<file path="config.mk">
export PLATFORM = sky130hd
export DESIGN_NAME = unsorted_array_priority_queue
export DESIGN_NICKNAME = d
export VERILOG_FILES = /design/src/hdl/uapq_pkg.sv /design/src/hdl/uapq_ctrl.sv /design/src/hdl/uapq_datapath.sv /design/src/hdl/unsorted_array_priority_queue.sv
export SDC_FILE = /design/constraint.sdc
export NUM_CORES = 2
export LEC_CHECK = 0
export BUFFER_PORTS_ARGS = -buffer_cell sky130_fd_sc_hd__buf_2
export CAP_MARGIN = 20
export CELL_PAD_IN_SITES_DETAIL_PLACEMENT = 1
export CELL_PAD_IN_SITES_GLOBAL_PLACEMENT = 2
export CORE_MARGIN = 1
export CORE_UTILIZATION = 30
export DETAILED_ROUTE_END_ITERATION = 8
export PLACE_DENSITY = 0.61
export SYNTH_ARGS = -nofsm -noshare
export SYNTH_HDL_FRONTEND = slang
export SYNTH_SLANG_ARGS = --single-unit
export TNS_END_PERCENT = 100
</file>
<file path="constraint.sdc">
create_clock -name clk -period 10.62 [get_ports clk]
set_clock_uncertainty 0.1 [all_clocks]
set_input_delay 2.124 -clock clk [delete_from_list [all_inputs] [get_ports clk]]
set_output_delay 2.124 -clock clk [all_outputs]
set_load 0.01 [all_outputs]
</file>
<file path="src/hdl/uapq_pkg.sv">
// Shared types and constants for the unsorted-array priority queue.
package uapq_pkg;

	localparam int Capacity = 64;
	localparam int TagBits  = 16;
	localparam int AddrW    = $clog2(Capacity);
	localparam int CountW   = $clog2(Capacity + 1);

	typedef enum logic [1:0] {
		FN_INSERT  = 2'd0,
		FN_EXTRACT = 2'd1,
		FN_PEEK    = 2'd2,
		FN_MODIFY  = 2'd3
	} func_t;

	typedef enum logic [1:0] {
		ST_OK       = 2'd0,
		ST_EMPTY    = 2'd1,
		ST_NOTFOUND = 2'd2,
		ST_FULL     = 2'd3
	} status_t;

	typedef struct packed {
		func_t              func;
		logic [15:0]        tag;
		logic signed [31:0] priority_req;
	} req_t;

	typedef struct packed {
		logic [15:0]        out_tag;
		logic signed [31:0] out_priority;
		status_t            status;
		logic [6:0]         count;
	} rsp_t;

	typedef struct packed {
		logic [TagBits-1:0] tag;
		logic signed [31:0] pri;
	} entry_t;

	typedef struct packed {
		logic load;
		logic scan_start;
		logic scan_run;
		logic shift_start;
		logic shift_run;
		logic finish;
	} ctl_cmd_t;

	typedef struct packed {
		logic  empty;
		logic  pass_done;
		func_t func;
	} dp_sts_t;

endpackage

</file>
<file path="src/hdl/uapq_ctrl.sv">
// Controller state machine for the priority queue: sequences scan, shift and finish.
module uapq_ctrl import uapq_pkg::*; (
	input  logic     clk,
	input  logic     arst_n,
	input  logic     start,
	input  func_t    req_func,
	input  dp_sts_t  sts,
	output logic     busy,
	output ctl_cmd_t cmd
);

	typedef enum logic [3:0] {
		S_IDLE  = 4'b0001,
		S_SCAN  = 4'b0010,
		S_SHIFT = 4'b0100,
		S_FIN   = 4'b1000
	} state_t;

	state_t state_q, state_d;

	always_ff @(posedge clk or negedge arst_n) begin
		if (!arst_n) begin
			state_q <= S_IDLE;
		end else begin
			state_q <= state_d;
		end
	end

	always_comb begin
		state_d = state_q;
		cmd     = '0;
		busy    = (state_q != S_IDLE);
		unique case (state_q)
			S_IDLE: begin
				if (start) begin
					cmd.load = 1'b1;
					if (req_func == FN_INSERT || (sts.empty && req_func != FN_MODIFY)) begin
						state_d = S_FIN;
					end else begin
						cmd.scan_start = 1'b1;
						state_d        = S_SCAN;
					end
				end
			end
			S_SCAN: begin
				cmd.scan_run = 1'b1;
				if (sts.pass_done) begin
					if (sts.func == FN_EXTRACT) begin
						cmd.shift_start = 1'b1;
						state_d         = S_SHIFT;
					end else begin
						state_d = S_FIN;
					end
				end
			end
			S_SHIFT: begin
				cmd.shift_run = 1'b1;
				if (sts.pass_done) begin
					state_d = S_FIN;
				end
			end
			S_FIN: begin
				cmd.finish = 1'b1;
				state_d    = S_IDLE;
			end
			default: begin
				state_d = S_IDLE;
			end
		endcase
	end

endmodule

</file>
<file path="src/hdl/uapq_datapath.sv">
// Datapath for the priority queue: entry memory, scan pipeline, count and result registers.
module uapq_datapath import uapq_pkg::*; (
	input  logic     clk,
	input  logic     arst_n,
	input  req_t     req,
	input  ctl_cmd_t cmd,
	output dp_sts_t  sts,
	output logic     done,
	output rsp_t     rsp
);

	entry_t mem [Capacity];

	func_t              func_q;
	logic [TagBits-1:0] tag_q;
	logic signed [31:0] pri_q;

	logic [CountW-1:0]  count_q;
	logic [CountW-1:0]  ptr_q;
	logic               rv_s1;
	logic [AddrW-1:0]   idx_s1;
	entry_t             rd_s1;

	logic [AddrW-1:0]   best_idx_q;
	entry_t             best_q;
	logic               found_q;
	logic [AddrW-1:0]   found_idx_q;

	logic               done_q;
	rsp_t               rsp_q, rsp_d;

	logic               issue;
	logic               full;
	logic               wr_en;
	logic [AddrW-1:0]   wr_addr;
	entry_t             wr_data;
	logic [CountW-1:0]  count_d;

	assign issue = (cmd.scan_run || cmd.shift_run) && (ptr_q != count_q);
	assign full  = (count_q == CountW'(Capacity));

	assign sts.empty     = (count_q == '0);
	assign sts.pass_done = (ptr_q == count_q) && !rv_s1;
	assign sts.func      = func_q;

	always_ff @(posedge clk) begin
		if (cmd.load) begin
			func_q <= req.func;
			tag_q  <= req.tag[TagBits-1:0];
			pri_q  <= req.priority_req;
		end
	end

	always_comb begin
		wr_en   = 1'b0;
		wr_addr = idx_s1 - AddrW'(1);
		wr_data = rd_s1;
		if (cmd.shift_run && rv_s1) begin
			wr_en = 1'b1;
		end else if (cmd.finish) begin
			if (func_q == FN_INSERT && !full) begin
				wr_en   = 1'b1;
				wr_addr = count_q[AddrW-1:0];
				wr_data = '{tag: tag_q, pri: pri_q};
			end else if (func_q == FN_MODIFY && found_q) begin
				wr_en   = 1'b1;
				wr_addr = found_idx_q;
				wr_data = '{tag: tag_q, pri: pri_q};
			end
		end
	end

	always_ff @(posedge clk) begin
		if (wr_en) begin
			mem[wr_addr] <= wr_data;
		end
		if (issue) begin
			rd_s1 <= mem[ptr_q[AddrW-1:0]];
		end
	end

	always_ff @(posedge clk or negedge arst_n) begin
		if (!arst_n) begin
			ptr_q <= '0;
			rv_s1 <= 1'b0;
		end else begin
			rv_s1 <= issue;
			priority if (cmd.scan_start) begin
				ptr_q <= '0;
			end else if (cmd.shift_start) begin
				ptr_q <= CountW'(best_idx_q) + CountW'(1);
			end else if (issue) begin
				ptr_q <= ptr_q + CountW'(1);
			end
		end
	end

	always_ff @(posedge clk) begin
		if (issue) begin
			idx_s1 <= ptr_q[AddrW-1:0];
		end
	end

	always_ff @(posedge clk) begin
		if (cmd.scan_run && rv_s1) begin
			if (idx_s1 == '0 || rd_s1.pri > best_q.pri) begin
				best_q     <= rd_s1;
				best_idx_q <= idx_s1;
			end
		end
	end

	always_ff @(posedge clk or negedge arst_n) begin
		if (!arst_n) begin
			found_q <= 1'b0;
		end else if (cmd.scan_start) begin
			found_q <= 1'b0;
		end else if (cmd.scan_run && rv_s1 && !found_q && rd_s1.tag == tag_q) begin
			found_q <= 1'b1;
		end
	end

	always_ff @(posedge clk) begin
		if (cmd.scan_run && rv_s1 && !found_q && rd_s1.tag == tag_q) begin
			found_idx_q <= idx_s1;
		end
	end

	always_comb begin
		count_d             = count_q;
		rsp_d.out_tag       = '0;
		rsp_d.out_priority  = '0;
		rsp_d.status        = ST_OK;
		unique case (func_q)
			FN_INSERT: begin
				if (full) begin
					rsp_d.status = ST_FULL;
				end else begin
					count_d = count_q + CountW'(1);
				end
			end
			FN_EXTRACT, FN_PEEK: begin
				if (count_q == '0) begin
					rsp_d.status = ST_EMPTY;
				end else begin
					rsp_d.out_tag      = 16'(best_q.tag);
					rsp_d.out_priority = best_q.pri;
					if (func_q == FN_EXTRACT) begin
						count_d = count_q - CountW'(1);
					end
				end
			end
			FN_MODIFY: begin
				if (!found_q) begin
					rsp_d.status = ST_NOTFOUND;
				end
			end
			default: begin
				rsp_d.status = ST_OK;
			end
		endcase
		rsp_d.count = 7'(count_d);
	end

	always_ff @(posedge clk or negedge arst_n) begin
		if (!arst_n) begin
			count_q <= '0;
			done_q  <= 1'b0;
		end else begin
			done_q <= cmd.finish;
			if (cmd.finish) begin
				count_q <= count_d;
			end
		end
	end

	always_ff @(posedge clk) begin
		if (cmd.finish) begin
			rsp_q <= rsp_d;
		end
	end

	assign done = done_q;
	assign rsp  = rsp_q;

endmodule

</file>
<file path="src/hdl/unsorted_array_priority_queue.sv">
// Top level of the unsorted-array max-priority queue.
//
//  channel  | handshake              | payload
//  ---------+------------------------+--------------------------------------------
//  request  | start (in), busy (out) | req: func, tag, priority_req
//  result   | done strobe (out)      | rsp: out_tag, out_priority, status, count
//
// Insert, and extract or peek on an empty table, go straight to the finish state;
// peek and modify scan every entry, modify also on an empty table; extract scans,
// then shifts each entry above the max down by one, none when the max is the last
// entry. The passes are paced by the single read port of the entry memory, one
// entry per cycle in each pass.
// Reset clears the count and control; no clearing pass runs. Results are not stalled.
module unsorted_array_priority_queue import uapq_pkg::*; (
	input  logic clk,
	input  logic arst_n,
	input  logic start,
	output logic busy,
	input  req_t req,
	output logic done,
	output rsp_t rsp
);

	ctl_cmd_t cmd;
	dp_sts_t  sts;

	uapq_ctrl u_ctrl (
		.clk      (clk),
		.arst_n   (arst_n),
		.start    (start),
		.req_func (req.func),
		.sts      (sts),
		.busy     (busy),
		.cmd      (cmd)
	);

	uapq_datapath u_dp (
		.clk    (clk),
		.arst_n (arst_n),
		.req    (req),
		.cmd    (cmd),
		.sts    (sts),
		.done   (done),
		.rsp    (rsp)
	);

	a_done_idle: assert property (@(posedge clk) disable iff (!arst_n)
		done |-> !busy)
		else $error("result strobe while busy");

	a_accept_busy: assert property (@(posedge clk) disable iff (!arst_n)
		(start && !busy) |=> busy)
		else $error("accepted item did not make the block busy");

	a_finish_done: assert property (@(posedge clk) disable iff (!arst_n)
		cmd.finish |=> (done && !busy))
		else $error("finish not followed by result strobe");

	a_count_range: assert property (@(posedge clk) disable iff (!arst_n)
		done |-> (rsp.count <= 7'(Capacity)))
		else $error("entry count beyond capacity");

	a_empty_count: assert property (@(posedge clk) disable iff (!arst_n)
		(done && rsp.status == ST_EMPTY) |-> (rsp.count == '0))
		else $error("empty status with nonzero count");

endmodule

</file>
=== Word-level counts from Yosys, hierarchy flattened ===
Memories as Yosys holds them, arrays and structs flattened. A register that Yosys moved wholly into a read port is not among the register bits.
Cells that the tools add are included.

* Flip-flop bits (word level): 194
* Memory bits (writable): 3,072
* Input port bits: 53
* Output and inout bits: 59
* Word-level logic and storage cells: 108
* Memories: 1

{| class="wikitable"
|+ Memory list
! memory !! depth !! bits a word !! read ports !! clocked after Yosys merged registers in !! write ports !! line !! text
|-
| u_dp.mem || 64 || 48 || 1 || 1 || 1 || uapq_datapath.sv:12 || <nowiki>entry_t mem [Capacity];</nowiki>
|}

* Add/sub/neg operators: 5
* Magnitude comparators: 1
* Equality and inequality tests: 16
* Mux-type cells: 41
* Bitwise operators: 1
* Reductions and logical operators: 25

{| class="wikitable"
|+ Operators with widths
! operator !! count
|-
| $mux W48 || 4
|-
| $mux W7 || 6
|-
| $gt A32 B32 Y1 || 1
|-
| $mux W6 || 4
|-
| $mux W4 || 5
|-
| $eq A16 B16 Y1 || 1
|-
| $add A7 B1 Y7 const B || 2
|-
| $mux W1 || 14
|-
| $pmux W7 S2 || 1
|-
| $pmux W4 S3 || 1
|-
| $mux W2 || 5
|-
| $logic_and A1 B1 Y1 || 9
|-
| $ne A2 B2 Y1 const B || 4
|-
| $add A6 B1 Y7 const B || 1
|-
| $eq A7 B7 Y1 || 1
|-
| $eq A7 B7 Y1 const B || 1
|-
| $logic_not A7 Y1 || 1
|-
| $ne A7 B7 Y1 || 1
|-
| $sub A7 B1 Y7 const B || 1
|-
| $logic_not A6 Y1 || 1
|-
| $pmux W2 S3 || 1
|-
| $sub A6 B1 Y6 const B || 1
|-
| $eq A2 B2 Y1 const B || 2
|-
| $eq A4 B1 Y1 const B || 1
|-
| 14 further kinds || 20
|}

=== Logic depth before layout (Yosys ltp) ===
* Word-level depth: 9
* Mapped depth: 14
* Gate-level depth less buffers: 11

=== Modules after synthesis ===
Synthesis repeated with hierarchy kept, for this count alone.

* Cells, all modules: 5,391
* Area, all modules: 127,159.5 um2

{| class="wikitable"
|+ By module, submodules not included
! module !! instances !! cells an instance !! area an instance (um2) !! sequential area each (um2)
|-
| uapq_datapath || 1 || 5,357 || 126,864.2 || 99,310.2
|-
| uapq_ctrl || 1 || 34 || 295.3 || 101.3
|}

=== Worst setup path after synthesis ===
Ideal clock, no wire load.

* Path type: flip-flop to flip-flop
* Start point: register u_ctrl.state_q[2]
* End point: memory u_dp.mem[29][0] (netlist bit), enable pin
* Setup time: 0.513 ns
* Arrival: 6.850 ns
* Data required time: 10.007 ns
* Slack: 3.157 ns
* Cell stages (with the launch flop): 10
* Buffers on the path: 3
* Period minus slack after synthesis: 7.463 ns
* Path through: dfrtp_1 -> clkbuf_1 -> inv_1 -> nand3_1 -> inv_1 -> clkbuf_1 -> nand2_1 -> o32a_1 -> clkbuf_1 -> nor3_1

{| class="wikitable"
|+ RTL lines
! item !! line !! text
|-
| start: declaration || uapq_ctrl.sv:19 || <nowiki>state_t state_q, state_d;</nowiki>
|-
| start signal: assignment || uapq_ctrl.sv:25 || <nowiki>state_q <= state_d;</nowiki>
|-
| end: declaration || uapq_datapath.sv:12 ||
|}

=== Worst setup path after layout ===
* Start point: register u_dp.count_q[0]
* End point: memory u_dp.mem[27][26] (netlist bit), enable pin

* Cells in the longest elaborated chain, start to end: 8
* Elaborated cells on any way between the ends: 11
* Those cells by class: eq/ne (1); mux (8); reduce/logical (2)

{| class="wikitable"
|+ Ends and longest elaborated chain
! item !! line !! text
|-
| start: declaration || uapq_datapath.sv:18 || <nowiki>logic [CountW-1:0] count_q;</nowiki>
|-
| start signal: assignment || uapq_datapath.sv:172 || <nowiki>count_q <= count_d;</nowiki>
|-
| $eq A7 B7 Y1 || uapq_datapath.sv:40 || <nowiki>assign full = (count_q == CountW'(Capacity));</nowiki>
|-
| $logic_not A1 Y1 || uapq_datapath.sv:61 || <nowiki>if (func_q == FN_INSERT && !full) begin</nowiki>
|-
| $logic_and A1 B1 Y1 || uapq_datapath.sv:61 ||
|-
| $mux W1 || uapq_datapath.sv:61 ||
|-
| $mux W1 || uapq_datapath.sv:60 || <nowiki>end else if (cmd.finish) begin</nowiki>
|-
| $mux W1 || uapq_datapath.sv:58 || <nowiki>if (cmd.shift_run && rv_s1) begin</nowiki>
|-
| $mux W1 || uapq_datapath.sv:74 || <nowiki>if (wr_en) begin</nowiki>
|-
| $mux W1 (implied by the code) || uapq_datapath.sv:75 || <nowiki>mem[wr_addr] <= wr_data;</nowiki>
|}

Several ways; a longest one is shown, not always the timed one.

==> reports/summary.txt <==
Leading area contributor after synthesis = edfxtp_1
Post-CTS Resized = 0
Grt total ovfl = 0
Syn_nets = 5427
Post-CTS Setup Bufs = 0
Critical path arrival = 5540 ps
WS Path Type = reg2reg
CTS buffer count = 361
Outcome = complete, no violations
Routability cong. = 0.8073
Required @ worst endpoint = 11070 ps
Relative slew slack = 21.94%
Vias per cell = 5.192
Period utilization = 47.93%
Avg WL per Cell = 32.96 um
Starting density of the core = 30.21%
FP Rows = 238
# IOs = 112
Min Tclk post-route = 5090 ps
Clk root buf = clkbuf_16
Max-cap viol count = 0
Worst setup startpoint = u_dp.count_q[0]$_DFFE_PN0P_
Worst r2r src = u_dp.count_q[0]$_DFFE_PN0P_
Commonest cells post-synth = 3293 x edfxtp_1, 970 x mux4_2, 181 x nand2_1
Seq cells post-synth = 3314
Total track usage = 17.81%
Prevailing post-synth register cell = edfxtp_1
Hold-fix buffers, CTS = 0
Core area = 0.4211 sq mm
Asr flop ratio synth = 0.6337%
Final Non-Filler Cells = 11720
Pin count of the biggest net entering global routing = 104
Final Hold Viols = 0
Vias in the first global route = 62610
Fraction of layout cells with a size suffix above 1 = 31.93%
Top-area cell type share of the netlist area = 77.74%
Synthesized instance count = 5334
First-pass GRT wire length = 529.6 mm
CP endpoint kind = register
VDD IR max = 0.1273 mV
Drt pass-1 iters = 5
CTS sink count = 3314
CTS tree = done
Power Density = 236.7 mW/mm^2
Place WS = 5499 ps
DRC = 0
Startpoint types = register
Worst r2r path cells = 9
Area grow syn2layout = 16.21%
Area of the die = 0.4266 sq mm
Antenna violations before repair = 36
Worst-path fanout max = 56
Clk buf depth = 4
Antenna-violating nets left = 0
Worst setup margin = 5530 ps
Hold WS = 397.1 ps
Setup TNS = 0 ps
Top post-synthesis cells by area = edfxtp_1 78%, mux4_2 17%, nand2_1 0.53%
Slew @ Worst Pin = 1171 ps
Fmax achieved = 196.5 MHz
Yosys cell types = 58
Most frequent cell after synthesis = edfxtp_1
Mean Syn Cell Area = 23.85 sq um
Final Net Count = 5864
I/O Buffers = 111
Crit path capture = u_dp.mem[27][26]$_DFFE_PP_
Setup violations, final = 0
Worst skew pair latency = 960 ps
Register area share after synthesis = 78.16%
RR Endpoint = u_dp.mem[27][26]$_DFFE_PP_
Final WL = 386.3 mm
Chip height = 653.1 um
CTS H-tree lvls = 5
Pins Over Slew Limit = 0
Finished Core Util = 35.11%
Number of flops mapped to enable cells by yosys = 3293
Clk slew on worst S/H paths = 60 ps
Placed cells = 11050
DR vias = 60840
Reg2reg setup slack = 5530 ps
Path category of the worst min-delay check = reg2reg
Initial DRC count = 6887
RSZ-0062 raised after global routing = no
Yosys warning total = 0
Lkg Pwr = 44.35 nW
Die width = 653.1 um
Area of the mapped netlist = 0.1272 sq mm
Post-DP HPWL = 226.0 mm
## final cells by class
class,count,area (sq um)
Fill cell,40690,273300
Inverter,48,182.7
Tap cell,5640,7057
Clock inverter,222,2302
Antenna cell,9,22.52
Timing Repair Buffer,357,2715
Multi-Input combinational cell,1689,26750
Clock buffer,440,9350
Sequential cell,3314,99430
## worst min path at each step
| stage | start | endpoint | cells past startpoint |
|---|---|---|---|
| finish | u_dp.rd_s1[0]$_DFFE_PP_ | u_dp.best_q[0]$_DFFE_PP_ | 0 |
| detailed placement | u_dp.rd_s1[0]$_DFFE_PP_ | u_dp.best_q[0]$_DFFE_PP_ | 0 |
| CTS | u_dp.rd_s1[0]$_DFFE_PP_ | u_dp.best_q[0]$_DFFE_PP_ | 0 |
| global route | u_dp.rd_s1[0]$_DFFE_PP_ | u_dp.best_q[0]$_DFFE_PP_ | 0 |
| floorplan | u_dp.ptr_q[1]$_DFFE_PN0P_ | u_dp.idx_s1[1]$_DFFE_PP_ | 0 |
| global placement | u_dp.rd_s1[0]$_DFFE_PP_ | u_dp.best_q[0]$_DFFE_PP_ | 0 |
## metal layers
metal  vias up  global-route usage (%)  routed length, um
met5         -                       0                 16
met4         2                   5.364              12310
met3       438                   2.291              24380
met2      2316                   29.15             186600
met1     34330                   24.82             163000
li1      23760                       -                  -
## logic make-up (layout without fill, tap and decap cells)
family / Yosys count / count (layout) / share of synthesized area (%)
buffers and inverters: 331 / 1067 / 1.174
AND/OR/NAND/NOR: 419 / 419 / 1.537
XOR/XNOR: 39 / 39 / 0.2685
flip-flops: 3314 / 3314 / 78.16
other: 0 / 9 / 0
multiplexers: 1016 / 1016 / 17.54
AO/OA/AOI/OAI: 174 / 174 / 0.9207
adder cells (fa/ha/maj): 41 / 41 / 0.4013
## critical path, stage by stage, from the launching register on
cell     delay (ps)
dfrtp_1         500
inv_1           180
ha_1            220
nor4b_4         370
a31o_2          470
a21oi_4         110
buf_4           390
o32a_1          780
nor3_2          680
buf_4           800
## state kept, by name, summed over array words and instances (netlist names)
name              cells
u_dp.pri_q           32
u_dp.rsp             57
u_dp.rd_s1           48
u_dp.done             1
u_dp.count_q          7
u_dp.found_q          1
u_dp.mem           3072
u_ctrl.state_q        4
u_dp.best_q          48
u_dp.best_idx_q       6
u_dp.func_q           2
u_dp.ptr_q            7
u_dp.tag_q           16
u_dp.idx_s1           6
u_dp.rv_s1            1
u_dp.found_idx_q      6
## where the power goes
group | switching [mW] | internal [mW]
clock | 5.33 | 7.12
sequential | 0.321 | 15.1
combinational | 4.40 | 2.76
## metrics by stage
step	cell area, sq um	total power [mW]
after CTS	147800	35.39
after detailed placement	136100	22.94
after global placement	135900	22.85
final	147800	34.99
after global routing	147800	36.03
after floorplan	127200	19.79
## layout by cell type, fill, tap and decap left out, types with 20 or more instances in the layout
cell / n
a211oi_1: 53
a21oi_1: 47
and2_1: 20
buf_2: 111
buf_4: 224
bufinv_16: 33
clkbuf_1: 77
clkbuf_16: 361
clkinv_1: 80
clkinv_2: 67
edfxtp_1: 3293
ha_1: 40
inv_1: 47
mux2i_1: 41
mux4_2: 970
nand2_1: 170
nor2_1: 56
nor2b_1: 31
nor3_2: 64
xor2_1: 25
Power figures use the tool's default switching activity.
